### src/rtl/arc_pkg.sv
// arc_pkg: shared codes for the address resolution cache.
// No dependencies.
package arc_pkg;
  localparam logic [2:0] FUNC_LOOKUP_IP  = 3'd0;
  localparam logic [2:0] FUNC_LOOKUP_MAC = 3'd1;
  localparam logic [2:0] FUNC_INSERT     = 3'd2;
  localparam logic [2:0] FUNC_REMOVE     = 3'd3;
  localparam logic [2:0] FUNC_TICK       = 3'd4;

  localparam logic [1:0] ST_OK       = 2'd0;
  localparam logic [1:0] ST_MISS     = 2'd1;
  localparam logic [1:0] ST_DISABLED = 2'd2;

  localparam logic [0:0] REG_ENABLE  = 1'd0;
  localparam logic [0:0] REG_TIMEOUT = 1'd1;

  localparam int unsigned IP_W       = 32;
  localparam int unsigned MAC_W      = 48;
  localparam int unsigned IDX_W      = 5;
  localparam int unsigned TIMEOUT_W  = 16;
  localparam logic [15:0] TIMEOUT_RST = 16'd60;
endpackage

### src/rtl/arc_ram.sv
// arc_ram: generic single-port-write, single-read RAM with registered read.
// No dependencies.
module arc_ram #(
  parameter int unsigned WIDTH = 8,
  parameter int unsigned DEPTH = 32
) (
  input  logic                     clk_i,
  input  logic                     we_i,
  input  logic [$clog2(DEPTH)-1:0] waddr_i,
  input  logic [WIDTH-1:0]         wdata_i,
  input  logic [$clog2(DEPTH)-1:0] raddr_i,
  output logic [WIDTH-1:0]         rdata_o
);
  logic [WIDTH-1:0] mem_q [DEPTH];

  always_ff @(posedge clk_i) begin
    if (we_i) mem_q[waddr_i] <= wdata_i;
    rdata_o <= mem_q[raddr_i];
  end
endmodule

### src/rtl/address_resolution_cache.sv
// address_resolution_cache: top level, scan controller over entry RAM.
// Depends on arc_pkg and arc_ram.
//
//  channel | handshake            | payload
//  --------+----------------------+------------------------------------------
//  command | start && !busy       | func_i ip_addr_i mac_addr_i slot_index_i
//  result  | done (one cycle)     | status_o entry_index_o found_ip_o found_mac_o
//  config  | cfg_we_i             | cfg_index_i cfg_data_i
//
// Lookup, insert and tick scan every entry through one RAM read port, one entry
// per cycle: the registered read comes first, then the compare of each entry,
// then a finish state, then done. Insert adds a write state before finish.
// Remove, disabled and unused codes go straight from accept to the finish state.
// The scan sweep over the RAM read port sets the rate. Valid bits sit in
// flip-flops cleared at reset; RAM contents need no reset. done is a one-cycle
// strobe, the receiver cannot stall it.
module address_resolution_cache #(
  parameter int unsigned ENTRIES   = 32,
  parameter int unsigned TIME_BITS = 32
) (
  input  logic        clk_i,
  input  logic        rst_ni,
  input  logic        start,
  output logic        busy,
  input  logic [2:0]  func_i,
  input  logic [31:0] ip_addr_i,
  input  logic [47:0] mac_addr_i,
  input  logic [4:0]  slot_index_i,
  output logic        done,
  output logic [1:0]  status_o,
  output logic [4:0]  entry_index_o,
  output logic [31:0] found_ip_o,
  output logic [47:0] found_mac_o,
  input  logic        cfg_we_i,
  input  logic [0:0]  cfg_index_i,
  input  logic [15:0] cfg_data_i
);
  localparam int unsigned AW = $clog2(ENTRIES);
  localparam int unsigned CW = AW + 1;

  typedef enum logic [2:0] {S_IDLE, S_SCAN, S_WRITE, S_FINISH} state_e;

  state_e              state_q;
  logic                enabled_q;
  logic [15:0]         timeout_q;
  logic [ENTRIES-1:0]  valid_q;
  logic [TIME_BITS-1:0] time_q;
  logic [2:0]          func_q;
  logic [31:0]         ip_q;
  logic [47:0]         mac_q;
  logic [CW-1:0]       rcnt_q;   // read address counter
  logic [CW-1:0]       ccnt_q;   // compare counter (one behind)
  logic                hit_q, free_q;
  logic [AW-1:0]       hit_idx_q, free_idx_q, old_idx_q;
  logic [TIME_BITS-1:0] old_age_q;
  logic                old_any_q;
  logic [1:0]          status_q;
  logic [4:0]          idx_q;
  logic [31:0]         fip_q;
  logic [47:0]         fmac_q;
  logic                done_q;

  // RAM ports
  logic                we;
  logic [AW-1:0]       waddr, raddr;
  logic                wr_ip;
  logic [31:0]         rd_ip;
  logic [47:0]         rd_mac;
  logic [TIME_BITS-1:0] rd_stamp;

  assign raddr = rcnt_q[AW-1:0];

  arc_ram #(.WIDTH(32), .DEPTH(ENTRIES)) u_ip (
    .clk_i, .we_i(we && wr_ip), .waddr_i(waddr), .wdata_i(ip_q),
    .raddr_i(raddr), .rdata_o(rd_ip));
  arc_ram #(.WIDTH(48), .DEPTH(ENTRIES)) u_mac (
    .clk_i, .we_i(we), .waddr_i(waddr), .wdata_i(mac_q),
    .raddr_i(raddr), .rdata_o(rd_mac));
  arc_ram #(.WIDTH(TIME_BITS), .DEPTH(ENTRIES)) u_stamp (
    .clk_i, .we_i(we), .waddr_i(waddr), .wdata_i(time_q),
    .raddr_i(raddr), .rdata_o(rd_stamp));

  // Compare stage on the entry read last cycle.
  logic [AW-1:0]        cidx;
  logic                 cvalid, cmatch;
  logic [TIME_BITS-1:0] cage;
  assign cidx   = ccnt_q[AW-1:0];
  assign cvalid = valid_q[cidx];
  assign cage   = time_q - rd_stamp;
  assign cmatch = cvalid && ((func_q == arc_pkg::FUNC_LOOKUP_MAC) ? (rd_mac == mac_q)
                                                                  : (rd_ip == ip_q));

  // Insert target: matching IP, else lowest free, else oldest.
  logic [AW-1:0] ins_idx;
  always_comb begin
    priority if (hit_q) ins_idx = hit_idx_q;
    else if (free_q)    ins_idx = free_idx_q;
    else                ins_idx = old_idx_q;
  end
  assign we    = (state_q == S_WRITE);
  assign waddr = ins_idx;
  assign wr_ip = !hit_q;

  logic scanning, scan_last;
  assign scanning  = (state_q == S_SCAN) && (ccnt_q != '1) ;
  assign scan_last = (state_q == S_SCAN) && (ccnt_q == CW'(ENTRIES - 1));

  always_ff @(posedge clk_i or negedge rst_ni) begin
    if (!rst_ni) begin
      state_q   <= S_IDLE;
      enabled_q <= 1'b0;
      timeout_q <= arc_pkg::TIMEOUT_RST;
      valid_q   <= '0;
      time_q    <= '0;
      done_q    <= 1'b0;
      rcnt_q    <= '0;
      ccnt_q    <= '1;
    end else begin
      done_q <= 1'b0;
      if (cfg_we_i) begin
        unique case (cfg_index_i)
          arc_pkg::REG_ENABLE:  enabled_q <= cfg_data_i[0];
          arc_pkg::REG_TIMEOUT: timeout_q <= cfg_data_i;
          default: ;
        endcase
      end
      unique case (state_q)
        S_IDLE: begin
          if (start) begin
            func_q    <= func_i;
            ip_q      <= ip_addr_i;
            mac_q     <= mac_addr_i;
            hit_q     <= 1'b0;
            free_q    <= 1'b0;
            old_any_q <= 1'b0;
            hit_idx_q <= '0; free_idx_q <= '0; old_idx_q <= '0; old_age_q <= '0;
            status_q  <= arc_pkg::ST_OK;
            idx_q     <= '0;
            fip_q     <= '0;
            fmac_q    <= '0;
            rcnt_q    <= '0;
            ccnt_q    <= '1;
            state_q   <= S_FINISH;
            if (!enabled_q) begin
              status_q <= arc_pkg::ST_DISABLED;
            end else begin
              priority case (func_i)
                arc_pkg::FUNC_LOOKUP_IP, arc_pkg::FUNC_LOOKUP_MAC,
                arc_pkg::FUNC_INSERT: begin
                  state_q <= S_SCAN;
                end
                arc_pkg::FUNC_TICK: begin
                  time_q  <= time_q + 1'b1;
                  state_q <= S_SCAN;
                end
                arc_pkg::FUNC_REMOVE: begin
                  idx_q <= slot_index_i;
                  if (32'(slot_index_i) < ENTRIES)
                    valid_q[AW'(slot_index_i)] <= 1'b0;
                end
                default: ;
              endcase
            end
          end
        end
        S_SCAN: begin
          if (rcnt_q != CW'(ENTRIES)) rcnt_q <= rcnt_q + 1'b1;
          ccnt_q <= ccnt_q + 1'b1;
          if (scanning) begin
            if (cmatch && !hit_q && func_q != arc_pkg::FUNC_TICK) begin
              hit_q <= 1'b1; hit_idx_q <= cidx;
              if (func_q != arc_pkg::FUNC_INSERT) begin
                idx_q  <= 5'(cidx);
                fip_q  <= rd_ip;
                fmac_q <= rd_mac;
              end
            end
            if (!cvalid && !free_q) begin
              free_q <= 1'b1; free_idx_q <= cidx;
            end
            if (!old_any_q || cage > old_age_q) begin
              old_any_q <= 1'b1; old_age_q <= cage; old_idx_q <= cidx;
            end
            if (func_q == arc_pkg::FUNC_TICK && cvalid && 64'(cage) > 64'(timeout_q))
              valid_q[cidx] <= 1'b0;
          end
          if (scan_last) begin
            state_q <= (func_q == arc_pkg::FUNC_INSERT) ? S_WRITE : S_FINISH;
            if ((func_q == arc_pkg::FUNC_LOOKUP_IP || func_q == arc_pkg::FUNC_LOOKUP_MAC)
                && !(hit_q || cmatch))
              status_q <= arc_pkg::ST_MISS;
          end
        end
        S_WRITE: begin
          valid_q[ins_idx] <= 1'b1;
          idx_q   <= 5'(ins_idx);
          state_q <= S_FINISH;
        end
        S_FINISH: begin
          done_q  <= 1'b1;
          state_q <= S_IDLE;
        end
        default: state_q <= S_IDLE;
      endcase
    end
  end

  assign busy          = (state_q != S_IDLE);
  assign done          = done_q;
  assign status_o      = status_q;
  assign entry_index_o = idx_q;
  assign found_ip_o    = fip_q;
  assign found_mac_o   = fmac_q;
endmodule

### config.mk
export PLATFORM = sky130hd
export DESIGN_NAME = address_resolution_cache
export DESIGN_NICKNAME = d
export VERILOG_FILES = /design/src/rtl/arc_pkg.sv /design/src/rtl/arc_ram.sv /design/src/rtl/address_resolution_cache.sv
export SDC_FILE = /design/constraint.sdc
export NUM_CORES = 2
export LEC_CHECK = 0
export ABC_AREA = 1
export BUFFER_PORTS_ARGS = -buffer_cell sky130_fd_sc_hd__buf_4
export CAP_MARGIN = 20
export CORE_MARGIN = 3
export CORE_UTILIZATION = 60
export CTS_BUF_LIST = sky130_fd_sc_hd__clkbuf_8
export CTS_CLUSTER_SIZE = 30
export DETAILED_ROUTE_END_ITERATION = 12
export GPL_ROUTABILITY_DRIVEN = 0
export MAX_ROUTING_LAYER = met4
export PLACE_DENSITY = 0.76
export SLEW_MARGIN = 10
export SYNTH_ARGS = -nofsm -noshare
export SYNTH_HDL_FRONTEND = slang
export SYNTH_SLANG_ARGS = --single-unit
### constraint.sdc
create_clock -name clk_i -period 21.1 [get_ports clk_i]
set_input_delay 0 -clock clk_i [delete_from_list [all_inputs] [get_ports clk_i]]
set_output_delay 0 -clock clk_i [all_outputs]
set_load 0.02 [all_outputs]
== Word-level counts from Yosys, hierarchy flattened ==
Memory sizes are Yosys's and may differ from the RTL's. A register that Yosys moved wholly into a read port is not among the register bits.
Cells that the tools add are included.
W data, S select, Z words.
Word-level totals
  word-level logic and storage cells: 192
  bits in read-only memories: 0
  output and inout port bits: 89
  input port bits: 109
  bits in writable memories: 3584
  memories kept: 3
  bits in registers: 317
  bits in latches: 0
Memory list
  u_mac.mem_q: words 32, width 48, read ports 1, clocked after Yosys merged registers in 1, wr ports 1, RTL line arc_ram.sv:14  | logic [WIDTH-1:0] mem_q [DEPTH];
  u_ip.mem_q: words 32, width 32, read ports 1, clocked after Yosys merged registers in 1, wr ports 1, RTL line arc_ram.sv:14
  u_stamp.mem_q: words 32, width 32, read ports 1, clocked after Yosys merged registers in 1, wr ports 1, RTL line arc_ram.sv:14
Cells by class
  multipliers: 0
  order comparisons: 8
  shift-type cells: 0
  div/mod/pow operators: 0
  muxes and demuxes: 78
  equal/unequal tests: 29
  bitwise operators: 6
  $add $sub $neg: 4
  reductions and logical operators: 42
Operators by type and width (count)
  $mux W32: 11
  $mux W48: 4
  $pmux W32 S2: 2
  $pmux W32 S3: 1
  $pmux W48 S2: 1
  $mux W5: 15
  $and A32 B32 Y32: 2
  $not A32 Y32: 2
  $eq A48 B48 Y1: 1
  $add A32 B1 Y32 const B: 1
  $eq A32 B32 Y1: 1
  $gt A32 B16 Y1: 1
  $gt A32 B32 Y1: 1
  $or A32 B32 Y32: 1
  $sub A32 B32 Y32: 1
  $pmux W5 S2: 3
  $pmux W6 S2: 2
  $reduce_and A5 Y1: 4
  $lt A5 B6 Y1 const B: 3
  $mux W1: 18
  $mux W6: 3
  $reduce_and A6 Y1: 3
  $ne A2 B1 Y1 const B: 8
  $demux W1 S5: 3
  other kinds (28): 75

== Depth between registers and ports, before layout ==
  word-level depth: 10
  mapped depth: 29
  mapped depth without buffers: 28

== By module ==
From an unflattened synthesis, not the netlist that was laid out.
Unflattened totals
  cell total of the unflattened synthesis: 14521
  area total of the unflattened synthesis: 166355.8 µm²
By module, submodules not included
  arc_ram at u_ip ...: area an instance 42405.7 µm², cells an instance 3536, times used 2, sequential area each 31390.1 µm²
  arc_ram at u_mac: area an instance 62969.1 µm², cells an instance 5279, times used 1, sequential area each 47085.2 µm²
  address_resolution_cache: area an instance 18575.3 µm², cells an instance 2170, times used 1, sequential area each 9021.2 µm²

== Worst setup path after synthesis ==
Ideal clock, no wire load.
  path type: register to register
  from: reg hit_q
  to: mem u_ip.mem_q[58][0] (netlist: u_ip.mem_q[29][0]), enable pin
  period minus slack after synthesis: 6.852 ns
  required time: 20.679 ns
  setup time: 0.421 ns
  buffers on the path: 1
  path slack: 14.248 ns
  arrival time: 6.432 ns
  stages on the path, launching flop included: 10
  cell sequence: edfxtp_1 -> inv_1 -> buf_2 -> o21ai_0 -> inv_1 -> nor2_1 -> nand2_1 -> nor2_1 -> inv_1 -> nor2_1
Between the ends
  longest elaborated chain between the ends: 4
  elaborated cells on any way between the ends: 5
  classes of those cells: mux: 3; reduce/logical: 2
RTL lines
  start: declaration: RTL line address_resolution_cache.sv:53  | logic hit_q, free_q;
  start signal: assignment: RTL line address_resolution_cache.sv:133  | hit_q <= 1'b0;
  start signal: assignment: RTL line address_resolution_cache.sv:171  | hit_q <= 1'b1; hit_idx_q <= cidx;
  $logic_not A1 Y1: RTL line address_resolution_cache.sv:102  | assign wr_ip = !hit_q;
  $logic_and A1 B1 Y1: RTL line address_resolution_cache.sv:74  | .clk_i, .we_i(we && wr_ip), .waddr_i(waddr), .wdata_i(ip_q),
  $mux W1: RTL line arc_ram.sv:17  | if (we_i) mem_q[waddr_i] <= wdata_i;
  $mux W1 (not written as such): RTL line arc_ram.sv:17
  end: declaration: RTL line arc_ram.sv:14
Several ways; a longest one is shown, not always the timed one.

==> flow_summary.ini <==
[synth]
ys_ff_latch = 4012
yosys_warnings = 0
async_flop_share = 0.0239
synth_common_cells = edfxtp_1 (3804), nor2_1 (1987), o21ai_0 (1879)
synth_top_area_frac = 0.723
syn_nets = 12300
synthCells = 12100
synth-edff-count = 3804
postSynthAreaPerCell_sq_um = 13.1
yosysMostFrequentCell = edfxtp_1
yosys.cell_types.count = 51
ys_seq_area_frac = 0.753
syn-cell-area_sq_um = 158000
synth_top_area_cell = edfxtp_1
synthTopCellsByArea = edfxtp_1 (72%), o21ai_0 (6.0%), nor2_1 (4.7%)
yosys_most_used_dff = edfxtp_1

[clock_network]
cts_num_sinks = 4012
cts_tree = built
cts_hold_buf = 246
cts_made_buffers = 623
cts_resized = 0
cts-htree-levels = 6
post_cts_buffers = 0
cts_root_buffer = clkbuf_8
path_clk_slew_ns = 0.06
clk_latency_ns = 1.10
clock_path_buffers = 4

[finish]
layout-drive-gt1-share = 0.100
stdcell_count = 16600
multiInputGateArea_sq_um = 34800
seqCellArea_sq_um = 119000
nets = 12800
final_cell_area_sq_um = 177000
fill_cells = 17400
areaGrowthSynthToFinish_pct = 12.4

[die]
chipWidth_um = 519
start_util = 0.606
core_area_sq_um = 261000
row_count = 187
die_area_sq_um = 269000
io_pins = 198
die_y_um = 519

[sta]
hold_violations = 0
grt_setup_unrepaired = no
setup_tns_ns = 0
finalCritPeriodShare = 0.333
holdWs_ns = 0.0646
fmax_ghz = 0.142
worst_pin_slew_ns = 1.43
min_period_ns = 7.03
slew_headroom = 0.0459
finClkSkew_ns = 0.0702
final_max_slew_viol_count = 0
setup_viol = 0

[critical_path]
worst_setup_path_end_kind = flop
critical_path_class = reg -> reg
arrival_ns = 8.01
worstPathMaxFanout = 225
required_ns = 22.08
cpPeakStageDelay_ns = 0.90
r2r_cells = 12
crit_chain = inv_8 > buf_4 > buf_12 > buf_4 > buf_4 > buf_4 > o21ai_0 > o22ai_1 > nand2_1 > nand3_1 > a211oi_1 > a21oi_1
critPathSlowestCell = buf_4
cp-start-kind = flop
path_common_cell = buf_4

[route]
firstDrtPassIters = 9
routed-via-count = 108000
wl_per_cell_um = 27.0
ant_nets = 0
drt_iter0_drc = 16500
finalWirelength_mm = 447
via_per_inst = 6.50
drc = 0

[power]
power.leakage_nw = 60.3
p_per_area_nw_per_um2 = 127
peakVddDrop_mv = 0.148

[job]
cap_violations = 0

[global_route]
overflow = 0
antenna_found_initial = 14
track_usage = 0.331
grt_pass1_vias = 103000
grt_pass1_wl_mm = 649
grt_max_degree = 259

[run_status]
status = finished clean

[place]
io_buffers = 197
dp_hpwl_mm = 209
dp.cells = 15200
place_area_sq_um = 163000

[worst_hold_path]
hp-class = in -> reg
hold_depth = 5
[worst max-delay path, delay by kind of cell (launching register included)]
family	cells	cell delay [ns]
flip-flops	1	0.71
AO/OA/AOI/OAI	4	0.74
AND/OR/NAND/NOR	2	0.22
buffers and inverters	6	4.69
[metal layers]
layer / GRT usage / share of wire
met4: 0.149 / 0.049
met3: 0.0700 / 0.13
met5: - / 0
met1: 0.432 / 0.35
met2: 0.506 / 0.47
[state kept, by name, summed over array words and instances (netlist names), 16 cells and up]
register / count
mac_q: 48
u_ip.mem_q: 1024
time_q: 32
u_ip.rdata_o: 32
u_stamp.rdata_o: 32
found_mac_o: 48
found_ip_o: 32
ip_q: 32
valid_q: 32
timeout_q: 16
u_mac.mem_q: 1536
u_mac.rdata_o: 48
old_age_q: 32
u_stamp.mem_q: 1024
[worst paths after layout]
check | startpoint | to | slack [ns]
setup reg to reg | rcnt_q[0]$_DFFE_PN0P_ | u_mac.rdata_o[16]$_DFF_P_ | 14.07
hold reg to reg | valid_q[18]$_DFFE_PN0P_ | valid_q[18]$_DFFE_PN0P_ | 0.48
hold / removal | func_i[1] | time_q[1]$_DFFE_PN0P_ | 0.06
max in group asynchronous | rst_ni | rcnt_q[0]$_DFFE_PN0P_ | 19.86
min in group asynchronous | rst_ni | valid_q[7]$_DFFE_PN0P_ | 0.13
setup / recovery | rcnt_q[0]$_DFFE_PN0P_ | u_mac.rdata_o[16]$_DFF_P_ | 14.07
[layout make-up]
| type | count | share of cell area |
|---|---|---|
| clock buffers | 658 | 0.0510 |
| repair buffers | 662 | 0.0356 |
| well taps | 3496 | 0.0247 |
| multi-input cells | 6841 | 0.196 |
| diodes | 12 | 0.000169 |
| inverters | 422 | 0.00910 |
| flip-flops and latches | 4012 | 0.670 |
| clock inverters | 464 | 0.0130 |
[cells by family after synthesis]
| kind of cell | Yosys count | share of synthesized area |
|---|---|---|
| compound gates | 3417 | 0.123 |
| xor+xnor | 103 | 0.00571 |
| fa+ha+maj | 91 | 0.00726 |
| buf+inv | 1202 | 0.0295 |
| flops | 4012 | 0.753 |
| simple gates | 3230 | 0.0811 |
[placed cells by master, fill, tap and decap left out, types with 34 or more instances in the layout]
master and n:
dfxtp_1 112, dfrtp_1 82, nor2_4 41, xor2_1 48, xnor2_1 55, o21ai_0 1879
nand2_1 864, inv_1 682, a221oi_1 111, nor3_1 34, nand3_1 220, ha_1 88
nor2_1 1950, clkinv_1 104, o22ai_1 927, buf_4 374, clkbuf_8 658, a22o_1 107
edfxtp_1 3804, clkinv_2 35, a211oi_1 111, dlygate4sd3_1 245, a21oi_1 222
[stage by stage]
step                worst slack [ns]   util  power [mW]
floorplan                      14.25      -        14.3
global placement               14.76  0.624        16.1
detailed placement             14.52  0.624        16.3
CTS                            14.47  0.678        22.3
global route                   13.82  0.681        23.5
finish                         14.07  0.681        22.5
[where the power goes]
| group | total [mW] | internal [mW] | switching, mW |
|---|---|---|---|
| Sequential | 9.71 | 9.34 | 0.368 |
| Combinational | 6.76 | 1.98 | 4.78 |
| Clock | 6.00 | 3.01 | 2.99 |
Note: power is estimated with default switching activity, not from simulation.
